===== config.mk =====
export PLATFORM = sky130hd
export DESIGN_NAME = pfbd_ctrl
export DESIGN_NICKNAME = d
export VERILOG_FILES = /design/src/pfbd_pkg.sv /design/src/pfbd_ctrl.sv
export SDC_FILE = /design/constraint.sdc
export NUM_CORES = 1
export LEC_CHECK = 0
export BUFFER_PORTS_ARGS = -buffer_cell sky130_fd_sc_hd__buf_2
export CORE_AREA = 10 10 47 49
export CTS_CLUSTER_DIAMETER = 40
export DETAILED_ROUTE_END_ITERATION = 7
export DIE_AREA = 0 0 57 59
export GPL_ROUTABILITY_DRIVEN = 0
export GPL_TIMING_DRIVEN = 0
export PLACE_DENSITY = 0.68
export SYNTH_ARGS = -nofsm -noshare
export SYNTH_HDL_FRONTEND = slang
export SYNTH_SLANG_ARGS = --single-unit

===== constraint.sdc =====
create_clock -name clk_i -period 3.15 [get_ports clk_i]
set_input_delay 0.1575 -clock clk_i [delete_from_list [all_inputs] [get_ports clk_i]]
set_output_delay 0.1575 -clock clk_i [all_outputs]
set_load 0.02 [all_outputs]

===== src/pfbd_pkg.sv =====
// Shared constants, codes and controller/datapath types for the page frame buffer.
// No dependencies; every other file refers to this package by scoped names.
`default_nettype none
package pfbd_pkg;

  localparam int COLUMN_COUNT = 128;
  localparam int PAGES        = 8;
  localparam int ROW_COUNT    = PAGES * 8;
  localparam int CELL_COUNT   = PAGES * COLUMN_COUNT;

  localparam int CELL_AW = $clog2(CELL_COUNT);
  localparam int COL_CW  = $clog2(COLUMN_COUNT);
  localparam int PAGE_CW = (PAGES > 1) ? $clog2(PAGES) : 1;

  // field widths of the channels
  localparam int ACTION_W = 2;
  localparam int X_W      = 7;
  localparam int Y_W      = 6;
  localparam int PAGE_W   = 3;
  localparam int COL_W    = 7;
  localparam int DATA_W   = 8;

  // memory word: dirty flag above the pixel byte
  localparam int WORD_W = DATA_W + 1;

  typedef enum logic [ACTION_W-1:0] {
    ACT_WRITE = 2'd0,
    ACT_CLEAR = 2'd1,
    ACT_FETCH = 2'd2,
    ACT_NOP   = 2'd3
  } action_e;

  typedef enum logic {
    RD_PTR,
    RD_PIXEL
  } rd_src_e;

  typedef enum logic [2:0] {
    WR_NONE,
    WR_INIT,
    WR_PIXEL,
    WR_CLEAR,
    WR_FETCH
  } wr_sel_e;

  typedef struct packed {
    logic    item_load;
    logic    ptr_clr;
    logic    ptr_inc;
    logic    rd_en;
    rd_src_e rd_src;
    wr_sel_e wr_sel;
    logic    out_load;
    logic    out_found;
  } cmd_t;

  typedef struct packed {
    logic ptr_last;
    logic lag_last;
    logic rd_dirty;
    logic rd_nonzero;
    logic pix_in_range;
    logic pix_changed;
  } sts_t;

endpackage
`default_nettype wire


===== src/pfbd_ctrl.sv =====
// Sequencer for the frame buffer: init sweep, pixel read-modify-write, clear and fetch scans.
// Depends on pfbd_pkg; drives pfbd_datapath through cmd_t and reads sts_t.
`default_nettype none
module pfbd_ctrl (
  input  wire logic                          clk_i,
  input  wire logic                          rst_ni,
  input  wire logic                          in_valid_i,
  output logic                               in_ready_o,
  input  wire logic [pfbd_pkg::ACTION_W-1:0] action_i,
  output logic                               out_valid_o,
  input  wire logic                          out_ready_i,
  input  wire pfbd_pkg::sts_t                sts_i,
  output pfbd_pkg::cmd_t                     cmd_o
);

  typedef enum logic [2:0] {
    ST_INIT,
    ST_IDLE,
    ST_PIX_RD,
    ST_PIX_WR,
    ST_CLR,
    ST_FET,
    ST_FET_OUT
  } state_e;

  state_e state_q, state_d;
  logic   prime_q, prime_d;     // read data register holds a scanned word
  logic   found_q, found_d;
  logic   out_valid_q, out_valid_d;

  always_comb begin
    cmd_o       = '0;
    in_ready_o  = 1'b0;
    state_d     = state_q;
    prime_d     = prime_q;
    found_d     = found_q;
    out_valid_d = out_valid_q && !out_ready_i;
    case (state_q)
      ST_INIT: begin
        cmd_o.wr_sel  = pfbd_pkg::WR_INIT;
        cmd_o.ptr_inc = 1'b1;
        if (sts_i.ptr_last) begin
          state_d = ST_IDLE;
        end
      end
      ST_IDLE: begin
        in_ready_o = 1'b1;
        if (in_valid_i) begin
          cmd_o.item_load = 1'b1;
          cmd_o.ptr_clr   = 1'b1;
          prime_d         = 1'b0;
          case (pfbd_pkg::action_e'(action_i))
            pfbd_pkg::ACT_WRITE: state_d = ST_PIX_RD;
            pfbd_pkg::ACT_CLEAR: state_d = ST_CLR;
            pfbd_pkg::ACT_FETCH: state_d = ST_FET;
            default:             state_d = ST_IDLE;
          endcase
        end
      end
      ST_PIX_RD: begin
        if (sts_i.pix_in_range) begin
          cmd_o.rd_en  = 1'b1;
          cmd_o.rd_src = pfbd_pkg::RD_PIXEL;
          state_d      = ST_PIX_WR;
        end else begin
          state_d = ST_IDLE;
        end
      end
      ST_PIX_WR: begin
        if (sts_i.pix_changed) begin
          cmd_o.wr_sel = pfbd_pkg::WR_PIXEL;
        end
        state_d = ST_IDLE;
      end
      ST_CLR: begin
        if (prime_q && sts_i.rd_nonzero) begin
          cmd_o.wr_sel = pfbd_pkg::WR_CLEAR;
        end
        if (prime_q && sts_i.lag_last) begin
          state_d = ST_IDLE;
        end else begin
          cmd_o.rd_en   = 1'b1;
          cmd_o.rd_src  = pfbd_pkg::RD_PTR;
          cmd_o.ptr_inc = 1'b1;
          prime_d       = 1'b1;
        end
      end
      ST_FET: begin
        if (prime_q && sts_i.rd_dirty) begin
          cmd_o.wr_sel = pfbd_pkg::WR_FETCH;
          found_d      = 1'b1;
          state_d      = ST_FET_OUT;
        end else if (prime_q && sts_i.lag_last) begin
          found_d = 1'b0;
          state_d = ST_FET_OUT;
        end else begin
          cmd_o.rd_en   = 1'b1;
          cmd_o.rd_src  = pfbd_pkg::RD_PTR;
          cmd_o.ptr_inc = 1'b1;
          prime_d       = 1'b1;
        end
      end
      ST_FET_OUT: begin
        if (!out_valid_q || out_ready_i) begin
          cmd_o.out_load  = 1'b1;
          cmd_o.out_found = found_q;
          out_valid_d     = 1'b1;
          state_d         = ST_IDLE;
        end
      end
      default: begin
        state_d = ST_IDLE;
      end
    endcase
  end

  always_ff @(posedge clk_i or negedge rst_ni) begin
    if (!rst_ni) begin
      state_q     <= ST_INIT;
      prime_q     <= 1'b0;
      found_q     <= 1'b0;
      out_valid_q <= 1'b0;
    end else begin
      state_q     <= state_d;
      prime_q     <= prime_d;
      found_q     <= found_d;
      out_valid_q <= out_valid_d;
    end
  end

  assign out_valid_o = out_valid_q;

endmodule
`default_nettype wire


==> results of run 1 <==
==> logic make-up (layout without fill, tap and decap cells) <==
| group | after synthesis | after routing |
|---|---|---|
| buf+inv | 9 | 36 |
| compound gates | 12 | 12 |
| mux | 2 | 2 |
| simple gates | 25 | 25 |
| flops | 6 | 6 |
| fa+ha+maj | 3 | 3 |
==> Yosys cell counts <==
cell / instances
a21o_1: 1
o21ai_0: 3
a211oi_1: 1
o22a_2: 1
nand3_1: 1
nand2_1: 7
a21oi_1: 2
nor2b_1: 4
buf_6: 1
o31ai_1: 2
inv_1: 5
nor3b_1: 1
dfrtp_1: 6
nor4b_1: 1
nand3b_1: 1
nor2_1: 1
or3_4: 1
a221oi_2: 1
a221o_2: 1
and2_1: 2
or3_1: 1
nand4b_1: 2
and2_4: 1
buf_4: 2
mux2_4: 2
and3_2: 1
ha_1: 3
buf_2: 1
or2b_2: 1
==> what timing repair did <==
action | CTS | global route
hold buffers | 1 | 0
hold endpoints to repair | 6 | 0
setup buffers | 0 | 0
==> metrics by stage <==
| step | setup WS (ns) | power [mW] |
|---|---|---|
| after floorplan | 1.25 | 0.470 |
| after global placement | 1.45 | 0.569 |
| after detailed placement | 1.41 | 0.580 |
| after CTS | 1.27 | 0.653 |
| after global routing | 1.21 | 0.700 |
| final | 1.28 | 0.644 |
==> final cells by class <==
class	count	area, µm²
Sequential cell	6	150
Clock buffer	3	22.5
Buffer	4	31.3
Tap cell	16	20.0
Inverter	5	18.8
Timing Repair Buffer	24	125
Fill cell	160	718
Multi-Input combinational cell	42	315
==> layer usage <==
layer  vias to the layer above  routed length, µm  global-route usage
li1                        258                  -                   -
met1                       223                580              0.0884
met2                        14                637               0.130
met3                         2                104              0.0322
met4                         0                 11              0.0403
met5                         -                  0                   0
==> sequential cells by signal, summed over array words and instances, names as in the netlist <==
register,cells
state_q,3
out_valid_o,1
prime_q,1
found_q,1
==> power by group through the flow <==
| stage | sequential, mW | combinational (mW) | clock (mW) |
|---|---|---|---|
| 6_report | 0.141 | 0.434 | 0.0685 |
| 5_1_grt | 0.146 | 0.480 | 0.0740 |
| 4_1_cts | 0.141 | 0.439 | 0.0728 |
| 3_5_place_dp | 0.143 | 0.437 | 0 |
| 3_3_place_gp | 0.141 | 0.428 | 0 |
| 2_1_floorplan | 0.139 | 0.331 | 0 |
==> how the worst max path moves through the flow <==
stage | cells past startpoint | endpoint | start | slack [ns]
finish | 5 | cmd_o[7] | state_q[1] | 1.28
global route | 5 | cmd_o[7] | state_q[1] | 1.21
CTS | 5 | cmd_o[7] | state_q[1] | 1.27
detailed placement | 5 | state_q[1] | state_q[1] | 1.41
global placement | 5 | state_q[0] | state_q[1] | 1.45
floorplan | 5 | state_q[0] | state_q[1] | 1.25
==> impl_results.md, run 1 <==
* Placed standard-cell area at about 650 µm²
* First drt pass iteration count at 4
* Most common library cell in the layout ignoring fill and taps: buf_2
* TNS Setup at 0 ns
* Worst-Margin Slew at between 0.2 and 0.3 ns
* Main combinational cell family by area after synthesis: simple AND/OR/NAND/NOR gates
* Rows at 14
* Synthesized flop and latch total at 6
* TritonCTS clock tree: done
* Synth Net Count at about 70
* Syn_area_per_cell at between 9 and 10 µm²
* Global-route wire length before repair at around 2200 µm
* Sw frac at 0.442
* Dpl cells at 96
* Total core area at around 1400 µm²
* CTS root buffer: clkbuf_4
* Port Buffer Count at 23
* Final #Nets at around 100
* Design Area, Final at between 600 and 700 µm²
* Crit end category: output pin
* Post-route ant nets at 0
* CP max stage delay at roughly 0.37 ns
* CTS Buf Count at 3
* XOR/XNOR Fraction of Synth Area at 0
* Critical path's slowest cell: dfrtp_1
* Status: complete, no violations
* Grt ovf at 0
* Area Growth Syn to Fin at 32.5%
* Post-synth top area share at 0.291
* Cell area after synthesis at 515 µm²
* Min Tclk post-route at ~1.9 ns
* Initial antenna violation count at 0
* Adder-Cell Fraction of Synth Area at 0.0728
* Most frequent cells in the layout: 24 x buf_2, 7 x nand2_1, 6 x dfrtp_1
* Die Y at a little under 60 µm
* Slew Viols, Final at 0
* Max FO, Critical Path at 10
* Final instance count without filler cells at 100
* Vias at approximately 500
* NetSw at between 0.2 and 0.3 mW
* Pin count of the biggest net entering global routing at 11
* Power share of the sequential group at 0.219
* Critical path's top delay family: compound AO/OA/AOI/OAI gates
* Drt wl/cell at ~13 µm
* R2R Path Start: state_q[1]
* Max clock buf depth at 2
* Synth top area cells: dfrtp_1 29%, ha_1 7.3%, mux2_4 5.8%, nand2_1 5.1%, nor2b_1 4.9%
* Post-DP HPWL at approximately 1100 µm
* Final Util at 0.488
* Max_slew headroom at 0.828
* Hold WS at between 0.1 and 0.15 ns
* Iteration-0 DRC Markers at 10
* Startpoint Class: register
* Share of cells above drive strength 1 at 0.464
* CP Class: reg -> out
* Critical path required time at between 2 and 3 ns
* Worst-path clk slew at about 0.050 ns
* Max-cap violations at 0
* Power share of the combinational group at 0.674
* Compound-Gate Fraction of Synth Area at 0.177
* Area leader, netlist: dfrtp_1
* Pwr dens at approximately 940 nW/µm²
* Netlist cell types at 29
* Starting density of the core at 0.368
* Maximum VDD drop at between 0.0004 and 0.0005 V
* Worst-Skew Late Latency at 0.24 ns
* Syn Inst Count at 57
* Multiplexer share of the synthesized area at 0.0583
* Ant diodes at 0
* Crit path arrival time at between 1.5 and 2 ns
* Hold_sp: out_ready_i
* RSZ-0062 raised after global routing: false
* R2R setup slack at 1.42 ns
* GRT Total Usage at 0.0801
* Crit-path cells: buf_4 > or2b_2 > a221o_2 > o31ai_1 > buf_2
* Drt via density at roughly 5.0
* Final hold violations at 0
* Pint at ~0.36 mW
* Ports at 24
* Vias in the first global route at 523
* Hold WC Path Type: in -> reg
* Seq/Total Area, Yosys at 0.291
* End of the worst register-to-register path: state_q[0]
* H-tree levels at 1
* Fmax at between 500 and 600 MHz
* Final period util at 0.594
* Clk pwr share at 0.106
* Chip width at roughly 57 µm
* Fin Clk Skew at 0.00396 ns
* Hold Path Depth at 2
* Final wirelength at around 1300 µm
* Min-Delay Endpoint: out_valid_o
* Post-route DRC violation count at 0
* Yosys warning total at 0
* Buf/Inv on CP at 2
* Leak at roughly 0.38 nW
* Final setup fails at 0
* Clock Sinks at 6
* Worst r2r path cells at 5
* Post-cts resize count at 0
* Simple-Gate Fraction of Synth Area at 0.303
* DIE AREA at roughly 3400 µm²
No activity file was read; power rests on OpenSTA's default activity.
==> run 2: changes to the inputs <==
clock period = 1.9 ns   (was 3.15 ns; I/O delays follow)
==> run 2 against run 1 <==
Cell count unchanged. Total power is 68% higher. Non-clock buffer count did not move. Worst setup slack lost 1.2 ns.
==> impl_results.md, run 2 (synthesized netlist as in run 1, its figures left out) <==
* CTS Buf Count at 3 (unchanged)
* Slew Viols, Final at 0 (unchanged)
* Global-route wire length before repair at 2310 µm (+5.0%)
* Buf/Inv on CP at 2 (unchanged)
* CTS root buffer: clkbuf_4
* GRT Total Usage at 0.0849 (+0.00482)
* CP max stage delay at 0.36 ns (about the same)
* DIE AREA at 3360 µm² (unchanged)
* Power share of the combinational group at 0.675 (about the same)
* Met1 usage at 0.0909 (+0.00253)
* Share of cells above drive strength 1 at 0.476 (+0.0119)
* Met2 usage at 0.141 (+0.0109)
* Leak at 0.381 nW (+0.63%)
* Worst r2r path cells at 5 (unchanged)
* Total core area at 1400 µm² (unchanged)
* Hold Path Depth at 2 (unchanged)
* First drt pass iteration count at 4 (unchanged)
* Clock Sinks at 6 (unchanged)
* Gr busiest metal: met2
* Hold WC Path Type: in -> reg
* Post-CTS Setup Inserts at 0 (unchanged)
* Ant diodes at 0 (unchanged)
* Drt via density at 5.15 (+3.6%)
* Max FO, Critical Path at 10 (unchanged)
* Final hold violations at 0 (unchanged)
* Final instance count without filler cells at 100 (unchanged)
* Final setup fails at 0 (unchanged)
* Power share of the sequential group at 0.216 (-0.003)
* Largest register FFs at 3 (unchanged)
* Chip width at 57 µm (unchanged)
* Dpl cells at 96 (unchanged)
* Rows at 14 (unchanged)
* Final Worst Setup Slack at 0.110 ns (-1.17 ns)
* Die Y at 59 µm (unchanged)
* Top reg by flops: state_q
* Fin Clk Skew at 0.00512 ns (+0.00117 ns)
* Iteration-0 DRC Markers at 9 (-1)
* TNS Setup at 0 ns (unchanged)
* Post-route DRC violation count at 0 (unchanged)
* Min Tclk post-route at roughly 1.8 ns
* Max clock buf depth at 2 (unchanged)
* Crit end category: output pin
* Critical path's slowest cell: dfrtp_1
* Maximum VDD drop at 0.000591 V (+39%)
* Sw frac at 0.444 (+0.00216)
* Final wirelength at 1370 µm (+2.7%)
* Worst-Margin Slew at 0.255 ns (+0.000961 ns)
* RSZ-0062 raised after global routing: false
* Crit path arrival time at 1.69 ns (-0.02 ns)
* Final #Nets at 101 (unchanged)
* Post-route ant nets at 0 (unchanged)
* Worst-path clk slew at 0.04 ns (about the same)
* Vias in the first global route at 552 (+5.5%)
* Crit path depth at 5 (unchanged)
* TritonCTS clock tree: done
* Worst-Skew Late Latency at 0.24 ns (about the same)
* Post-cts resize count at 0 (unchanged)
* Clk pwr share at 0.110 (+0.004)
* Fmax at 559 MHz
* Critical path's top delay family: compound AO/OA/AOI/OAI gates
* Pint at 0.601 mW (+67%)
* Initial antenna violation count at 0 (unchanged)
* Status: complete, no violations
* Drt wl/cell at 13.7 µm (+2.7%)
* Area Growth Syn to Fin at 33.5%
* Dpl ws at 0.186 ns (-1.23 ns)
* GR Util met3 at 0.0236 (-0.00858)
* CTS hold repair buffers at 1 (unchanged)
* Critical path required time at 1.80 ns (-1.19 ns)
* Most frequent cells in the layout: 24 x buf_2, 7 x nand2_1, 6 x dfrtp_1
* Port Buffer Count at 23 (unchanged)
* CP Class: reg -> out
* Ports at 24 (unchanged)
* Final period util at 0.942
* NetSw at 0.480 mW (+69%)
* Crit-path cells: buf_4 > or2b_2 > a221o_2 > o31ai_1 > buf_2
* Pin count of the biggest net entering global routing at 11 (unchanged)
* Startpoint Class: register
* Pwr dens at 1570 nW/µm² (+67%)
* Post-DP HPWL at 1130 µm (+4.0%)
* Vias at 515 (+3.6%)
* Max-cap violations at 0 (unchanged)
* Starting density of the core at 0.368 (unchanged)
* Fill cells at 152 (-5.0%)
* Max_slew headroom at 0.828 (about the same)
* Most common library cell in the layout ignoring fill and taps: buf_2
* H-tree levels at 1 (unchanged)
* Grt ovf at 0 (unchanged)
run 2: changes by cell type in the layout (fill, tap and decap cells not counted):
cell,previous run,this run
nor3b_1,1,0
nor3b_2,0,1
run 2: power by group through the flow:
stage / Combinational, mW / Sequential, mW / Clock, mW
2_1_floorplan: 0.555 / 0.232 / 0
3_3_place_gp: 0.717 / 0.235 / 0
3_5_place_dp: 0.738 / 0.236 / 0
4_1_cts: 0.741 / 0.234 / 0.123
5_1_grt: 0.803 / 0.244 / 0.129
6_report: 0.729 / 0.233 / 0.118
run 2: final cells by class:
class	instances	area, µm²	share of cell area
buffer	4	31.3	0.0455
clock buffer	3	22.5	0.0327
inverter	5	18.8	0.0273
multi-input combinational	42	320	0.465
sequential	6	150	0.218
tap	16	20.0	0.0291
timing repair buffer	24	125	0.182
run 2: metrics by stage:
| step | total power, mW | hold WS [ns] | instance area, µm² | util |
|---|---|---|---|---|
| 3_5_place_dp | 0.974 | -0.0702 | 656 | 0.468 |
| 3_3_place_gp | 0.952 | -0.0725 | 656 | 0.468 |
| 2_1_floorplan | 0.787 | -0.201 | 520 | - |
| 6_report | 1.08 | 0.0746 | 688 | 0.491 |
| 4_1_cts | 1.10 | 0.0713 | 688 | 0.491 |
| 5_1_grt | 1.18 | 0.0874 | 688 | 0.491 |
run 2: worst register-to-register path, stage by stage (launching register included):
cell	delay [ns]
dfrtp_1	0.36
buf_4	0.17
or2b_2	0.34
a221oi_2	0.22
or3_4	0.20
mux2_4	0.29
run 2: layer usage:
layer  share of wire  vias to the layer above
met2            0.48                       21
met3           0.067                        2
li1                -                      257
met5               0                        -
met4           0.018                        0
met1            0.43                      235
run 2: path summary, 6_finish.rpt:
kind | slack (ns) | endpoint | from
max | 0.11 | cmd_o[7] | state_q[1]
max in group asynchronous | 1.54 | state_q[0] | rst_ni
min reg2reg | 0.46 | found_q | found_q
max reg2reg | 0.19 | state_q[1] | state_q[1]
min | 0.07 | out_valid_o | out_ready_i
min in group asynchronous | 0.20 | found_q | rst_ni
